`src/rtl/bsas_pkg.sv`:
```
// ----------------------------------------------------------------------------
// bsas_pkg
// Shared widths, constants and types of the binned spectrum agreement score.
// ----------------------------------------------------------------------------
package bsas_pkg;

  localparam int INT_BITS   = 24;                 // bin intensity width
  localparam int MZ_BITS    = 26;                 // precursor m/z, Q16.10
  localparam int SUM_BITS   = 36;                 // accumulator width
  localparam int TOT_BITS   = SUM_BITS + 1;       // sum of two accumulators
  localparam int SCORE_BITS = 17;                 // Q16 score, 1.0 included
  localparam int CNT_BITS   = $clog2(SCORE_BITS); // divider step counter

  localparam logic [MZ_BITS-1:0]    TOL_RESET = MZ_BITS'(3072);   // 3.0
  localparam logic [SCORE_BITS-1:0] Q16_ONE   = SCORE_BITS'(65536);
  localparam logic [SUM_BITS-1:0]   SUM_MAX   = '1;

  typedef enum logic [1:0] {
    ST_ACC,   // take bin pairs
    ST_PREP,  // precursor check, empty check, divider launch
    ST_DIV,   // wait on the divider
    ST_LOAD   // move the result into the output register
  } state_t;

  typedef struct packed {
    logic                start;
    logic [TOT_BITS-1:0] num;   // twice the agreeing sum
    logic [TOT_BITS-1:0] den;   // first_sum + second_sum
  } div_req_t;

  typedef struct packed {
    logic                  done;
    logic [SCORE_BITS-1:0] quo;
  } div_rsp_t;

endpackage

```
`src/rtl/bsas_in_if.sv`:
```
// ----------------------------------------------------------------------------
// bsas_in_if
// Bin pair channel: one pair of same-position intensities per transfer.
// ----------------------------------------------------------------------------
interface bsas_in_if;
  logic                           valid;
  logic                           ready;
  logic [bsas_pkg::INT_BITS-1:0]  first_intensity;
  logic [bsas_pkg::INT_BITS-1:0]  second_intensity;
  logic [bsas_pkg::MZ_BITS-1:0]   first_precursor_mz;
  logic [bsas_pkg::MZ_BITS-1:0]   second_precursor_mz;
  logic                           last_bin;

  modport source (
    output valid, first_intensity, second_intensity,
           first_precursor_mz, second_precursor_mz, last_bin,
    input  ready
  );
  modport sink (
    input  valid, first_intensity, second_intensity,
           first_precursor_mz, second_precursor_mz, last_bin,
    output ready
  );
endinterface

```
`src/rtl/bsas_out_if.sv`:
```
// ----------------------------------------------------------------------------
// bsas_out_if
// Score channel: one result per comparison.
// ----------------------------------------------------------------------------
interface bsas_out_if;
  logic                            valid;
  logic                            ready;
  logic [bsas_pkg::SCORE_BITS-1:0] score;
  logic                            precursor_rejected;
  logic                            empty_input;

  modport source (
    output valid, score, precursor_rejected, empty_input,
    input  ready
  );
  modport sink (
    input  valid, score, precursor_rejected, empty_input,
    output ready
  );
endinterface

```
`src/rtl/bsas_cfg_if.sv`:
```
// ----------------------------------------------------------------------------
// bsas_cfg_if
// Configuration write channel for the precursor tolerance register.
// ----------------------------------------------------------------------------
interface bsas_cfg_if;
  logic                         valid;
  logic                         ready;
  logic [bsas_pkg::MZ_BITS-1:0] data;

  modport source (output valid, data, input ready);
  modport sink   (input valid, data, output ready);
endinterface

```
`src/rtl/bsas_div.sv`:
```
// ----------------------------------------------------------------------------
// bsas_div
// Restoring divider, one quotient bit per cycle, Q16 result saturated at 1.0.
// ----------------------------------------------------------------------------
module bsas_div (
  input  logic               clk,
  input  logic               rst_n,
  input  bsas_pkg::div_req_t req,
  output bsas_pkg::div_rsp_t rsp
);
  import bsas_pkg::*;

  logic [TOT_BITS:0]     rem_r, rem_nxt;
  logic [TOT_BITS-1:0]   den_r;
  logic [SCORE_BITS-1:0] quo_r, quo_nxt;
  logic [CNT_BITS-1:0]   cnt_r;
  logic                  busy_r, done_r, sat_r;

  logic [TOT_BITS+1:0]   diff;
  logic                  ge;
  logic [TOT_BITS:0]     rem_sel;
  logic                  last_step;

  // shared subtract and compare
  always_comb begin
    diff      = {1'b0, rem_r} - {2'b00, den_r};
    ge        = ~diff[TOT_BITS+1];
    rem_sel   = ge ? diff[TOT_BITS:0] : rem_r;
    rem_nxt   = {rem_sel[TOT_BITS-1:0], 1'b0};
    quo_nxt   = {quo_r[SCORE_BITS-2:0], ge};
    last_step = (cnt_r == CNT_BITS'(SCORE_BITS - 1));
  end

  always_ff @(posedge clk) begin
    if (!rst_n) begin
      busy_r <= 1'b0;
      done_r <= 1'b0;
      cnt_r  <= '0;
    end else begin
      done_r <= 1'b0;
      if (req.start) begin
        busy_r <= 1'b1;
        cnt_r  <= '0;
      end else if (busy_r) begin
        cnt_r <= cnt_r + CNT_BITS'(1);
        if (last_step) begin
          busy_r <= 1'b0;
          done_r <= 1'b1;
        end
      end
    end
  end

  always_ff @(posedge clk) begin
    if (req.start) begin
      rem_r <= {1'b0, req.num};
      den_r <= req.den;
      quo_r <= '0;
      sat_r <= 1'b0;
    end else if (busy_r) begin
      rem_r <= rem_nxt;
      quo_r <= quo_nxt;
      // numerator above the divisor on the leading bit: quotient exceeds 1.0
      if (cnt_r == '0 && ge && diff != '0) begin
        sat_r <= 1'b1;
      end
    end
  end

  assign rsp.done = done_r;
  assign rsp.quo  = sat_r ? Q16_ONE : quo_r;

endmodule

```
`src/rtl/binned_spectrum_agreement_score.sv`:
```
// ----------------------------------------------------------------------------
// binned_spectrum_agreement_score
// Agreement score of two binned spectra, streamed one bin pair per transfer.
// ----------------------------------------------------------------------------
// Usage:
//   in_ch carries one pair of same-position bin intensities per transfer;
//   the transfer with last_bin set closes a comparison and also carries the
//   two precursor m/z values. out_ch returns one result per comparison:
//   a Q16 score with rejection and empty flags. cfg_ch writes the precursor
//   tolerance (Q16.10) and is always ready; write it only while idle.
// Sequence:
//   Bin pairs that are not last are taken back to back. A last bin goes
//   through the precursor and empty checks (ST_PREP), the divider's shared
//   subtract-and-compare unit (one quotient bit a cycle) and hand-off (ST_LOAD)
//   before out_ch.valid rises; a rejected or empty one skips the divider.
//   in_ch.ready is low from the last bin until the result is registered.
// Reset:
//   rst_n clears the sums, the sequencer and out_ch.valid, and sets the
//   tolerance to 3.0.
// Back-pressure:
//   The result waits in the output register while out_ch.ready is low; the
//   next comparison streams in meanwhile and stalls only when its own result
//   is ready to load and the register is still full.
// ----------------------------------------------------------------------------
module binned_spectrum_agreement_score (
  input  logic   clk,
  input  logic   rst_n,
  bsas_in_if.sink    in_ch,
  bsas_out_if.source out_ch,
  bsas_cfg_if.sink   cfg_ch
);
  import bsas_pkg::*;

  state_t state_r, state_nxt;

  logic [SUM_BITS-1:0]   first_sum_r, second_sum_r, agree_sum_r;
  logic [MZ_BITS-1:0]    tol_r;
  logic [MZ_BITS-1:0]    mzdiff_r;
  logic [SCORE_BITS-1:0] pend_score_r;
  logic                  pend_rej_r, pend_empty_r;
  logic [SCORE_BITS-1:0] res_score_r;
  logic                  res_rej_r, res_empty_r;
  logic                  out_valid_r;

  logic                  in_ready;
  logic                  in_xfer;
  logic                  load_out;
  logic                  rej, empty;

  logic [INT_BITS-1:0]   a_i, b_i;
  logic [INT_BITS:0]     ab_sum;
  logic [INT_BITS-1:0]   half, diff;
  logic [INT_BITS-1:0]   agree;
  logic [SUM_BITS:0]     s1_add, s2_add, sa_add;

  div_req_t div_req;
  div_rsp_t div_rsp;

  // per-bin agreement term
  always_comb begin
    a_i    = in_ch.first_intensity;
    b_i    = in_ch.second_intensity;
    ab_sum = {1'b0, a_i} + {1'b0, b_i};
    half   = ab_sum[INT_BITS:1];
    diff   = (a_i > b_i) ? (a_i - b_i) : (b_i - a_i);
    agree  = (half > diff) ? (half - diff) : '0;
    s1_add = {1'b0, first_sum_r}  + (SUM_BITS + 1)'(a_i);
    s2_add = {1'b0, second_sum_r} + (SUM_BITS + 1)'(b_i);
    sa_add = {1'b0, agree_sum_r}  + (SUM_BITS + 1)'(agree);
  end

  assign in_xfer = in_ch.valid & in_ready;
  assign rej     = (mzdiff_r > tol_r);
  assign empty   = (first_sum_r == '0) && (second_sum_r == '0);

  // next state
  always_comb begin
    state_nxt = state_r;
    case (state_r)
      ST_ACC: begin
        if (in_xfer && in_ch.last_bin) state_nxt = ST_PREP;
      end
      ST_PREP: begin
        state_nxt = (rej || empty) ? ST_LOAD : ST_DIV;
      end
      ST_DIV: begin
        if (div_rsp.done) state_nxt = ST_LOAD;
      end
      ST_LOAD: begin
        if (!out_valid_r || out_ch.ready) state_nxt = ST_ACC;
      end
      default: state_nxt = ST_ACC;
    endcase
  end

  // sequencer outputs
  always_comb begin
    in_ready      = 1'b0;
    load_out      = 1'b0;
    div_req.start = 1'b0;
    div_req.num   = {agree_sum_r, 1'b0};
    div_req.den   = {1'b0, first_sum_r} + {1'b0, second_sum_r};
    case (state_r)
      ST_ACC:  in_ready      = 1'b1;
      ST_PREP: div_req.start = ~(rej | empty);
      ST_DIV:  ;
      ST_LOAD: load_out      = ~out_valid_r | out_ch.ready;
      default: ;
    endcase
  end

  always_ff @(posedge clk) begin
    if (!rst_n) begin
      state_r      <= ST_ACC;
      out_valid_r  <= 1'b0;
      tol_r        <= TOL_RESET;
      first_sum_r  <= '0;
      second_sum_r <= '0;
      agree_sum_r  <= '0;
    end else begin
      state_r     <= state_nxt;
      out_valid_r <= load_out | (out_valid_r & ~out_ch.ready);
      if (cfg_ch.valid) begin
        tol_r <= cfg_ch.data;
      end
      if (in_xfer) begin
        // saturate rather than wrap
        first_sum_r  <= s1_add[SUM_BITS] ? SUM_MAX : s1_add[SUM_BITS-1:0];
        second_sum_r <= s2_add[SUM_BITS] ? SUM_MAX : s2_add[SUM_BITS-1:0];
        agree_sum_r  <= sa_add[SUM_BITS] ? SUM_MAX : sa_add[SUM_BITS-1:0];
      end else if (state_r == ST_PREP) begin
        // the divider, if launched, takes its operands now: clear for the next comparison
        first_sum_r  <= '0;
        second_sum_r <= '0;
        agree_sum_r  <= '0;
      end
    end
  end

  // payload registers; hold the pending result until the output is free
  always_ff @(posedge clk) begin
    if (in_xfer && in_ch.last_bin) begin
      mzdiff_r <= (in_ch.first_precursor_mz > in_ch.second_precursor_mz) ?
                  (in_ch.first_precursor_mz - in_ch.second_precursor_mz) :
                  (in_ch.second_precursor_mz - in_ch.first_precursor_mz);
    end
    if (state_r == ST_PREP) begin
      pend_rej_r   <= rej;
      pend_empty_r <= ~rej & empty;
      pend_score_r <= '0;
    end else if (state_r == ST_DIV && div_rsp.done) begin
      pend_score_r <= div_rsp.quo;
    end
    if (load_out) begin
      res_score_r <= pend_score_r;
      res_rej_r   <= pend_rej_r;
      res_empty_r <= pend_empty_r;
    end
  end

  bsas_div u_div (
    .clk   (clk),
    .rst_n (rst_n),
    .req   (div_req),
    .rsp   (div_rsp)
  );

  assign in_ch.ready               = in_ready;
  assign cfg_ch.ready              = 1'b1;
  assign out_ch.valid              = out_valid_r;
  assign out_ch.score              = res_score_r;
  assign out_ch.precursor_rejected = res_rej_r;
  assign out_ch.empty_input        = res_empty_r;

`ifndef SYNTH
  a_last_to_prep: assert property (@(posedge clk) disable iff (!rst_n)
    (in_ch.valid && in_ch.ready && in_ch.last_bin) |=> (state_r == ST_PREP))
    else $error("last bin transfer did not start the score sequence");

  a_flags_zero_score: assert property (@(posedge clk) disable iff (!rst_n)
    (out_ch.valid && (out_ch.precursor_rejected || out_ch.empty_input))
      |-> (out_ch.score == '0))
    else $error("flagged result carries a nonzero score");

  a_flags_exclusive: assert property (@(posedge clk) disable iff (!rst_n)
    out_ch.valid |-> !(out_ch.precursor_rejected && out_ch.empty_input))
    else $error("rejected and empty flags both set");

  a_score_range: assert property (@(posedge clk) disable iff (!rst_n)
    out_ch.valid |-> (out_ch.score <= Q16_ONE))
    else $error("score above 1.0");
`endif

endmodule
```
`src/flat_wrapper.sv`:
```
// flat-port wrapper written by rule: the top's interface ports become plain ports
module binned_spectrum_agreement_score_flat import bsas_pkg::*;
  (clk, rst_n, in_ch_valid, in_ch_first_intensity, in_ch_second_intensity, in_ch_first_precursor_mz, in_ch_second_precursor_mz, in_ch_last_bin, in_ch_ready, out_ch_valid, out_ch_score, out_ch_precursor_rejected, out_ch_empty_input, out_ch_ready, cfg_ch_valid, cfg_ch_data, cfg_ch_ready);
  bsas_in_if in_ch_i ();
  bsas_out_if out_ch_i ();
  bsas_cfg_if cfg_ch_i ();
  input  logic clk;
  input  logic rst_n;
  input wire logic [$bits(in_ch_i.valid)-1:0] in_ch_valid;
  input wire logic [$bits(in_ch_i.first_intensity)-1:0] in_ch_first_intensity;
  input wire logic [$bits(in_ch_i.second_intensity)-1:0] in_ch_second_intensity;
  input wire logic [$bits(in_ch_i.first_precursor_mz)-1:0] in_ch_first_precursor_mz;
  input wire logic [$bits(in_ch_i.second_precursor_mz)-1:0] in_ch_second_precursor_mz;
  input wire logic [$bits(in_ch_i.last_bin)-1:0] in_ch_last_bin;
  output wire logic [$bits(in_ch_i.ready)-1:0] in_ch_ready;
  output wire logic [$bits(out_ch_i.valid)-1:0] out_ch_valid;
  output wire logic [$bits(out_ch_i.score)-1:0] out_ch_score;
  output wire logic [$bits(out_ch_i.precursor_rejected)-1:0] out_ch_precursor_rejected;
  output wire logic [$bits(out_ch_i.empty_input)-1:0] out_ch_empty_input;
  input wire logic [$bits(out_ch_i.ready)-1:0] out_ch_ready;
  input wire logic [$bits(cfg_ch_i.valid)-1:0] cfg_ch_valid;
  input wire logic [$bits(cfg_ch_i.data)-1:0] cfg_ch_data;
  output wire logic [$bits(cfg_ch_i.ready)-1:0] cfg_ch_ready;
  assign in_ch_i.valid = in_ch_valid;
  assign in_ch_i.first_intensity = in_ch_first_intensity;
  assign in_ch_i.second_intensity = in_ch_second_intensity;
  assign in_ch_i.first_precursor_mz = in_ch_first_precursor_mz;
  assign in_ch_i.second_precursor_mz = in_ch_second_precursor_mz;
  assign in_ch_i.last_bin = in_ch_last_bin;
  assign in_ch_ready = in_ch_i.ready;
  assign out_ch_valid = out_ch_i.valid;
  assign out_ch_score = out_ch_i.score;
  assign out_ch_precursor_rejected = out_ch_i.precursor_rejected;
  assign out_ch_empty_input = out_ch_i.empty_input;
  assign out_ch_i.ready = out_ch_ready;
  assign cfg_ch_i.valid = cfg_ch_valid;
  assign cfg_ch_i.data = cfg_ch_data;
  assign cfg_ch_ready = cfg_ch_i.ready;
  binned_spectrum_agreement_score u_core (.clk(clk), .rst_n(rst_n), .in_ch(in_ch_i), .out_ch(out_ch_i), .cfg_ch(cfg_ch_i));
endmodule
```
`config.mk`:
```
export PLATFORM = sky130hd
export DESIGN_NAME = binned_spectrum_agreement_score_flat
export DESIGN_NICKNAME = d
export VERILOG_FILES = /design/src/rtl/bsas_pkg.sv /design/src/rtl/bsas_in_if.sv /design/src/rtl/bsas_out_if.sv /design/src/rtl/bsas_cfg_if.sv /design/src/rtl/bsas_div.sv /design/src/rtl/binned_spectrum_agreement_score.sv /design/src/flat_wrapper.sv
export SDC_FILE = /design/constraint.sdc
export NUM_CORES = 1
export LEC_CHECK = 0
export BUFFER_PORTS_ARGS = -buffer_cell sky130_fd_sc_hd__buf_2
export CAP_MARGIN = 20
export CORE_MARGIN = 4
export CORE_UTILIZATION = 50
export DETAILED_ROUTE_END_ITERATION = 8
export PLACE_DENSITY_LB_ADDON = 0.12
export SETUP_SLACK_MARGIN = 0.5
export SLEW_MARGIN = 0
export SYNTH_ARGS = -nofsm -noshare
export SYNTH_HDL_FRONTEND = slang
export SYNTH_SLANG_ARGS = --single-unit
```
`constraint.sdc`:
```
create_clock -name clk -period 12.8 [get_ports clk]
set_input_delay 1.28 -clock clk [delete_from_list [all_inputs] [get_ports clk]]
set_output_delay 1.28 -clock clk [all_outputs]
set_load 0.01 [all_outputs]
```
==> results.ini, run 1 <==
[cts]
numClockSinks = 300
clk_pin_slew_ns = 0.06
cts_buffer_depth = 3
cts_resized = 0
ctsHoldBuffers = 0
cts_buffers = 35
cts_root_buf = clkbuf_16
cts_tree = done
clk_latency_ns = 0.56
cts_setup_buffers = 0
htree_levels = 2

[synthesis]
avgSynthCellArea_um2 = 8.18
synth_area_um2 = 27400
netlist_instances = 3346
synth_enable_flop_cells = 120
ys_ff_latch = 300
yosysWarnings = 0
synth_top_cell_area_share = 0.148
synth-seq-area-share = 0.263
synth_flop_cell = dfxtp_1
ys_async_sr_fraction = 0
ys_types = 90
synth_largest_area_cell = ha_1
synthTopCellsByArea = ha_1 15%, dfxtp_1 13%, edfxtp_1 13%
syn-num-nets = 3812

[timing]
fin_skew_ns = 0.0149
fmax_ghz = 0.0992
slew_headroom = 0.308
fin_tns_setup_ns = 0
min_period_ns = 10.08
final_max_slew_viol_count = 0
rsz0062_at_grt = no
setup_viol = 0
period_share = 0.788
hold_viol_final = 0
finalHoldWorstSlack_ns = 0.427
worst_pin_slew_ns = 1.04

[final_layout]
n_antenna_cell = 0
final_nets = 3882
stdcell_area_um2 = 29700
instances_no_fill = 4139
final_common_cell = ha_1
syn2layout_area_growth_pct = 8.64
final_cell_mix = 322 x ha_1, 284 x a21oi_1, 278 x inv_1
drive_gt1_frac = 0.0831

[placed_design]
gp_congestion = 0.926
port_buffers = 152
hpwl_um = 62400
dp_cells = 4074
dpl-instance-area_um2 = 28600

[detailed_routing]
vias = 24700
dr.first_iter.drc_count = 1922
drc = 0
ant_nets = 0
wire_per_inst_um = 19.1
finalWirelength_um = 79100
first_pass_iters = 7
vias_per_cell = 5.96

[floorplanning]
rows = 85
die_y_um = 242
die_x_um = 242
die-area_um2 = 58600
ios = 154
initial_utilization = 0.507
core_um2 = 54000

[hold_path]
hold_depth = 0
min_path_type = reg -> reg
hold-path-endpoint = u_core.out_ch.precursor_rejected
min_from = u_core.pend_rej_r

[pwr]
p_sw_uw = 2900
powerDensity_nw_per_um2 = 211
switching_share = 0.462
p_leak_uw = 0.0137
p_clk_frac = 0.157
ir_drop_mv = 0.121
power.internal_uw = 3390
seqPwrFrac = 0.249
power_frac_comb = 0.593

[setup_path]
crit_arrival_ns = 10.52
critPathKind = in -> reg
cp_slowest_cell = a22o_1
r2r-end = u_core.second_sum_r[29]
r2r_slack_ns = 7.98
path_max_fanout = 27
crit_top_cell = a21oi_1
cp-end-kind = flip-flop
r2r_start = u_core.second_sum_r[0]
reg2reg_depth = 14
cp.required_ns = 13.23
cp_slowest_stage_delay_ns = 0.47
start_kind = input port

[global_routing]
antenna_found_initial = 1
grt_pass1_vias = 23400
grt_pass1_wl_um = 125000
overflow = 0
grt_usage = 0.257
grt_start_max_net_pins = 93

[job]
maxCapViolCount = 0

[status]
status = finished clean

-- critical path, delay by kind of cell --
| kind | cells | cell delay, ns |
|---|---|---|
| AOI/OAI and AO/OA | 20 | 4.98 |
| adders and majority gates | 5 | 1.54 |
| and+or+nand+nor | 9 | 1.50 |
| buffers and inverters | 4 | 0.65 |
| muxes | 1 | 0.37 |
| xor gates and xnor gates | 1 | 0.13 |
-- worst max-delay path by stage --
stage / startpoint / end / slack [ns]
finish: in_ch_first_intensity[0] / u_core.agree_sum_r[35] / 2.72
global route: in_ch_first_intensity[0] / u_core.agree_sum_r[18] / 2.11
CTS: in_ch_first_intensity[0] / u_core.agree_sum_r[35] / 2.80
detailed placement: in_ch_first_intensity[0] / u_core.agree_sum_r[35] / 2.26
global placement: in_ch_first_intensity[0] / u_core.agree_sum_r[27] / 2.50
floorplan: in_ch_first_intensity[0] / u_core.agree_sum_r[0] / 3.20
-- stage by stage --
step / power, uW / utilization / worst slack, ns
3_5_place_dp: 5240 / 0.529 / 2.26
3_3_place_gp: 5180 / 0.529 / 2.50
5_1_grt: 6770 / 0.550 / 2.11
6_report: 6290 / 0.550 / 2.72
2_1_floorplan: 4270 / - / 3.20
4_1_cts: 6260 / 0.550 / 2.80
-- synthesized netlist by cell type, types with 64 or more instances --
cell        n
ha_1      323
nor2b_1   100
mux2i_1    83
o21ai_0   226
nand2_1   254
nor3_1     64
xor2_1     80
nor2_1    211
nand3_1    64
clkbuf_1  113
a21o_1    131
edfxtp_1  120
xnor2_1   122
dfxtp_1   180
a31oi_1    83
inv_1     278
a21oi_1   284
-- kinds of logic after synthesis --
logic type / Yosys count / synth area share
XOR/XNOR: 202 / 0.0646
adder cells (fa/ha/maj): 334 / 0.156
flip-flops: 300 / 0.263
AND/OR/NAND/NOR: 959 / 0.175
AO/OA/AOI/OAI: 1017 / 0.237
buffers and inverters: 412 / 0.0581
other: 1 / 0.000137
multiplexers: 121 / 0.0460
-- state kept, by name, summed over array words and instances, names as in the netlist, 2 cells and up --
name and count:
u_core.mzdiff_r 26, u_core.u_div.rem_r 37, u_core.tol_r 26, u_core.pend_score_r 17, u_core.agree_sum_r 36, u_core.u_div.quo_r 17, u_core.u_div.cnt_r 5, u_core.first_sum_r 36
u_core.state_r 2, u_core.out_ch.score 17, u_core.u_div.den_r 37, u_core.second_sum_r 36
-- final cells by class --
cell class | count | area [um2]
clock buffer | 51 | 998
clock inverter | 13 | 139
fill | 5059 | 24300
inverter | 279 | 1050
multi-input combinational | 2634 | 18600
sequential | 300 | 7210
tap | 696 | 871
timing repair buffer | 166 | 873
-- power by group through the flow --
stage / Clock, uW / Combinational [uW] / Sequential [uW]
finish: 989 / 3730 / 1570
global route: 1050 / 4130 / 1590
floorplan: 0 / 2810 / 1460
global placement: 0 / 3600 / 1570
CTS: 1010 / 3690 / 1560
detailed placement: 0 / 3660 / 1580
-- routing by layer --
layer / vias to the layer above / track usage / part of all wire
li1: 12200 / - / -
met1: 11700 / 0.374 / 0.48
met2: 658 / 0.411 / 0.44
met3: 106 / 0.0239 / 0.048
met4: 0 / 0.0627 / 0.024
met5: - / 0 / 0
Note: power is estimated with default switching activity, not from simulation.
==> inputs of run 2 (changes only) <==
==> constraint.sdc (replaced) <==
create_clock -name clk -period 10 [get_ports clk]
set_input_delay 1 -clock clk [delete_from_list [all_inputs] [get_ports clk]]
set_output_delay 1 -clock clk [all_outputs]
set_load 0.01 [all_outputs]
==> run 2 against run 1 <==
Sequential share of layout area decreased by 0.065 points. Clock power increased by 22%. Worst hold slack got worse by 0.0090 ns. Clock-buffer cell count increased by 1. Critical path type unchanged. Largest power group unchanged.
==> results.ini, run 2 (synthesis results as in run 1) <==
[status]
status = finished clean

[timing]
fin_tns_setup_ns = 0  ; unchanged
setup_viol = 0  ; unchanged
period_share = 0.892
fmax_ghz = 0.112
worst_pin_slew_ns = 1.06  ; +0.0181 ns
hold_viol_final = 0  ; unchanged
rsz0062_at_grt = no
finalHoldWorstSlack_ns = 0.418  ; -0.00905 ns
slew_headroom = 0.296  ; -0.0121
min_period_ns = 8.92
final_max_slew_viol_count = 0  ; unchanged
fin_skew_ns = 0.0152  ; +0.000246 ns

[floorplanning]
rows = 85  ; unchanged
core_um2 = 54000  ; unchanged
die_y_um = 242  ; unchanged
die-area_um2 = 58600  ; unchanged
die_x_um = 242  ; unchanged
ios = 154  ; unchanged
initial_utilization = 0.507  ; unchanged

[detailed_routing]
wire_per_inst_um = 18.8  ; -1.6%
ant_nets = 0  ; unchanged
vias_per_cell = 5.94  ; -0.32%
dr.first_iter.drc_count = 1912  ; -0.52%
finalWirelength_um = 78200  ; -1.2%
drc = 0  ; unchanged
first_pass_iters = 6  ; -1
vias = 24700  ; +0.045%

[setup_path]
r2r_slack_ns = 5.50  ; -2.48 ns
r2r-end = u_core.u_div.sat_r
reg2reg_depth = 12  ; -2
cp_slowest_stage_delay_ns = 0.47  ; about the same
start_kind = input port
cp_slowest_cell = a311o_1
crit_arrival_ns = 9.33  ; -1.19 ns
crit_top_cell = a21o_1
cp-end-kind = flip-flop
r2r_start = u_core.u_div.den_r[0]
critPathKind = in -> reg
cp.required_ns = 10.40  ; -2.83 ns
path_max_fanout = 17  ; -37%

[cts]
cts_buffers = 34  ; -2.9%
cts_buffer_depth = 3  ; unchanged
cts_tree = done
numClockSinks = 300  ; unchanged
htree_levels = 2  ; unchanged
clk_pin_slew_ns = 0.06  ; about the same
cts_root_buf = clkbuf_16
clk_latency_ns = 0.53  ; -0.03 ns

[final_layout]
drive_gt1_frac = 0.0882  ; +0.00513
instances_no_fill = 4154  ; +0.36%
final_cell_mix = 322 x ha_1, 283 x a21oi_1, 278 x inv_1
final_nets = 3898  ; +0.41%
final_common_cell = ha_1
syn2layout_area_growth_pct = 8.93
n_antenna_cell = 0  ; unchanged
stdcell_area_um2 = 29800  ; +0.27%
top_regs = u_core.u_div.den_r x37, u_core.u_div.rem_r x37

[pwr]
power.internal_uw = 4320  ; +28%
p_sw_uw = 3660  ; +26%
power_frac_comb = 0.600  ; +0.007
p_clk_frac = 0.152  ; -0.005
p_leak_uw = 0.0137  ; +0.42%
powerDensity_nw_per_um2 = 268  ; +27%
ir_drop_mv = 0.173  ; +43%
switching_share = 0.459  ; -0.00291
power_uw = 7990  ; +27%
seqPwrFrac = 0.248  ; about the same

[hold_path]
hold-path-endpoint = u_core.out_ch.empty_input
min_from = u_core.pend_empty_r
hold_depth = 0  ; unchanged
min_path_type = reg -> reg

[placed_design]
dp_cells = 4088  ; +0.34%
hpwl_um = 62000  ; -0.66%
gp_congestion = 0.944  ; +1.9%
dpl-instance-area_um2 = 28700  ; +0.35%
port_buffers = 152  ; unchanged

[global_routing]
grt_pass1_wl_um = 125000  ; +0.35%
grt_usage = 0.255  ; -0.00159
grt_start_max_net_pins = 93  ; unchanged
antenna_found_initial = 0  ; -1
overflow = 0  ; unchanged
grt_pass1_vias = 23600  ; +1.1%

[job]
maxCapViolCount = 0  ; unchanged

run 2: worst max path at each step:
| stage | startpoint | endpoint | depth (start not counted) |
|---|---|---|---|
| 2_1_floorplan | in_ch_first_intensity[0] | u_core.agree_sum_r[0] | 39 |
| 3_3_place_gp | in_ch_first_intensity[0] | u_core.agree_sum_r[35] | 39 |
| 3_5_place_dp | in_ch_first_intensity[0] | u_core.agree_sum_r[18] | 39 |
| 4_1_cts | in_ch_first_intensity[0] | u_core.agree_sum_r[18] | 39 |
| 5_1_grt | in_ch_first_intensity[0] | u_core.agree_sum_r[8] | 39 |
| 6_report | in_ch_first_intensity[0] | u_core.agree_sum_r[0] | 38 |
run 2: cell type report:
cell class | count | area, um2
fill | 5045 | 24200
multi-input combinational | 2634 | 18600
sequential | 300 | 7210
inverter | 279 | 1050
timing repair buffer | 183 | 1000
clock buffer | 52 | 980
tap | 696 | 871
clock inverter | 10 | 95.1
run 2: power groups by stage:
| stage | Clock (uW) | Sequential (uW) | Combinational, uW |
|---|---|---|---|
| after floorplan | 0 | 1860 | 3600 |
| after global placement | 0 | 1980 | 4620 |
| after detailed placement | 0 | 1990 | 4700 |
| after CTS | 1240 | 1970 | 4740 |
| after global routing | 1300 | 2010 | 5310 |
| final | 1210 | 1980 | 4800 |
run 2: timing repair:
item                                    in CTS  in global routing
hold buffers                                 0                  0
gates resized for setup                      0                  6
buffers inserted                             0                  3
hold endpoints to repair                     0                  0
endpoints found under the setup margin       0                 33
run 2: stage by stage:
stage	setup WS, ns	util
global route	0.501	0.552
CTS	0.853	0.551
detailed placement	0.321	0.531
finish	1.08	0.552
global placement	0.499	0.531
floorplan	0.683	-
run 2: routing by layer:
metal	track usage	wire, um	up-vias	share of wire
met1	0.367	37500	11700	0.48
met3	0.0209	3630	106	0.046
met2	0.413	34900	674	0.45
li1	-	-	12200	-
met4	0.0702	2100	0	0.027
met5	0	0	-	0
run 2: worst max-delay path: cells and delay by family:
| family | cells | cell delay [ns] |
|---|---|---|
| multiplexers | 1 | 0.27 |
| AO/OA/AOI/OAI | 22 | 5.02 |
| adder cells (fa/ha/maj) | 5 | 1.56 |
| buffers and inverters | 5 | 0.77 |
| AND/OR/NAND/NOR | 5 | 0.68 |
==> inputs of run 3 (changes only) <==
--- a/config.mk
+++ b/config.mk
@@ -8,7 +8,7 @@
 export BUFFER_PORTS_ARGS = -buffer_cell sky130_fd_sc_hd__buf_2
 export CAP_MARGIN = 20
 export CORE_MARGIN = 4
-export CORE_UTILIZATION = 50
+export CORE_UTILIZATION = 30
 export DETAILED_ROUTE_END_ITERATION = 8
 export PLACE_DENSITY_LB_ADDON = 0.12
 export SETUP_SLACK_MARGIN = 0.5
==> run 3 against run 2 <==
Core utilization fell by 21 points. Die area rose by 64%. Register-to-register slack got worse by 0.50 ns. Wire length rose by 12%. Highest routed layer is now met5. Non-clock buffer count rose by 5. Clock power rose by 16%. Sequential cell count did not move. Largest power group unchanged. Worst setup slack got worse by 0.046 ns.
==> results.ini, run 3 (synthesis results as in run 1) <==
[global_routing]
grt_pass1_wl_um = 137000  ; +9.2%
grt_pass1_vias = 23400  ; -1.1%
grt_start_max_net_pins = 85  ; -8.6%
grt_usage = 0.179  ; -0.0760
antenna_found_initial = 3  ; +3
overflow = 0  ; unchanged

[floorplanning]
die-area_um2 = 96200  ; +64%
core_um2 = 90300  ; +67%
die_x_um = 310  ; +28%
die_y_um = 310  ; +28%
ios = 154  ; unchanged
rows = 110  ; +29%
initial_utilization = 0.303  ; -0.204

[hold_path]
min_path_type = reg -> reg

[timing]
final_max_slew_viol_count = 0  ; unchanged
worst_pin_slew_ns = 1.01  ; -0.0515 ns
fmax_ghz = 0.112  ; -0.51%
min_period_ns = 8.97  ; +0.0457 ns
slew_headroom = 0.330  ; +0.0344
period_share = 0.897  ; +0.00457
hold_viol_final = 0  ; unchanged
rsz0062_at_grt = no
setup_viol = 0  ; unchanged
fin_tns_setup_ns = 0  ; unchanged
fin_skew_ns = 0.0317  ; +0.0165 ns

[placed_design]
port_buffers = 152  ; unchanged
gp_congestion = 0.882  ; -6.6%
hpwl_um = 69100  ; +12%

[pwr]
power_frac_comb = 0.587  ; -0.013
p_clk_frac = 0.169  ; +0.017
ir_drop_mv = 0.174  ; +0.96%
powerDensity_nw_per_um2 = 269  ; +0.59%
p_sw_uw = 3820  ; +4.3%
switching_share = 0.462  ; +0.00335
power.internal_uw = 4450  ; +2.9%
seqPwrFrac = 0.244  ; -0.004
p_leak_uw = 0.0139  ; +0.96%

[detailed_routing]
wire_per_inst_um = 18.8  ; -0.31%
drc = 0  ; unchanged
finalWirelength_um = 87200  ; +12%
vias = 23900  ; -3.3%
vias_per_cell = 5.13  ; -14%
ant_nets = 0  ; unchanged
first_pass_iters = 7  ; +1
dr.first_iter.drc_count = 1576  ; -18%

[final_layout]
drive_gt1_frac = 0.0928  ; +0.00457
syn2layout_area_growth_pct = 12.1
final_nets = 3908  ; +0.26%
final_common_cell = ha_1
final_cell_mix = 322 x ha_1, 283 x a21oi_1, 278 x inv_1
top_regs = u_core.u_div.den_r x37, u_core.u_div.rem_r x37
finish.utilization = 0.340  ; -0.212

[cts]
ctsHoldBuffers = 0  ; unchanged
cts_tree = done
htree_levels = 2  ; unchanged
cts_root_buf = clkbuf_16
clk_latency_ns = 0.58  ; +0.05 ns
cts_buffer_depth = 3  ; unchanged
clk_pin_slew_ns = 0.06  ; about the same
numClockSinks = 300  ; unchanged
cts_buffers = 39  ; +15%

[setup_path]
cp_slowest_stage_delay_ns = 0.47  ; about the same
cp-end-kind = flip-flop
cp_slowest_cell = a311o_1
critPathKind = in -> reg
start_kind = input port
path_max_fanout = 24  ; +7
cp.required_ns = 10.43  ; +0.03 ns
crit_arrival_ns = 9.40  ; +0.07 ns

[job]
maxCapViolCount = 0  ; unchanged

[status]
status = finished clean

-- run 3: changes by cell type in the layout (fill, tap and decap cells not counted), moves of 2 or more --
cell,change
clkbuf_1,-5
clkbuf_16,+4
clkinv_2,+4
buf_4,+3
clkinv_1,+3
bufinv_16,+2
clkinv_4,+2
-- run 3: metal layers --
metal | track usage | vias up | share of wire
met3 | 0.0233 | 136 | 0.038
met5 | 0 | - | 0.00030
li1 | - | 12300 | -
met1 | 0.256 | 11000 | 0.50
met4 | 0.0624 | 4 | 0.038
met2 | 0.278 | 418 | 0.43
-- run 3: stage by stage --
step           instances  setup WS [ns]  total power (uW)  instance area [um2]  hold WS [ns]
4_1_cts             4643          0.761              8320                30600         0.426
5_1_grt             4648          0.530              9000                30700         0.437
3_5_place_dp        4573          0.211              6850                29400         0.412
6_report            4648           1.03              8270                30700         0.421
3_3_place_gp        4573          0.362              6910                29400         0.417
2_1_floorplan       3346          0.683              5470                27400         0.400
-- run 3: final cells by class --
cell class              instances  area (um2)
diodes                          1        2.50
well taps                    1176        1470
repair buffers                188        1080
inverters                     279        1050
clock buffers                  50        1050
fillers                      9634       59600
multi-input cells            2634       18600
clock inverters                20         196
flip-flops and latches        300        7210
-- run 3: what timing repair did --
| item | CTS | global route |
|---|---|---|
| resized for setup | 0 | 7 |
| setup endpoints to repair | 0 | 33 |
| hold endpoints to repair | 0 | 0 |
| buffers inserted | 0 | 2 |
-- run 3: worst max-delay path, delay by kind of cell --
kind	cells	cell delay [ns]
adder cells (fa/ha/maj)	5	1.50
buffers and inverters	4	0.45
AO/OA/AOI/OAI	21	4.71
multiplexers	1	0.32
XOR/XNOR	1	0.14
AND/OR/NAND/NOR	7	1.23
-- run 3: power groups by stage --
stage | clock network, uW | registers [uW] | logic, uW
after floorplan | 0 | 1860 | 3600
after global placement | 0 | 2040 | 4870
after detailed placement | 0 | 2040 | 4810
after CTS | 1450 | 2020 | 4840
after global routing | 1500 | 2060 | 5440
final | 1400 | 2020 | 4850
-- run 3: path summary, 6_finish.rpt --
| check | cells after the start | end | slack, ns | from |
|---|---|---|---|---|
| max reg2reg | 15 | u_core.first_sum_r[33] | 5.00 | u_core.first_sum_r[0] |
| min reg2reg | 0 | u_core.out_ch.precursor_rejected | 0.42 | u_core.pend_rej_r |
| max | 39 | u_core.agree_sum_r[14] | 1.03 | in_ch_first_intensity[0] |
| min | 0 | u_core.out_ch.precursor_rejected | 0.42 | u_core.pend_rej_r |
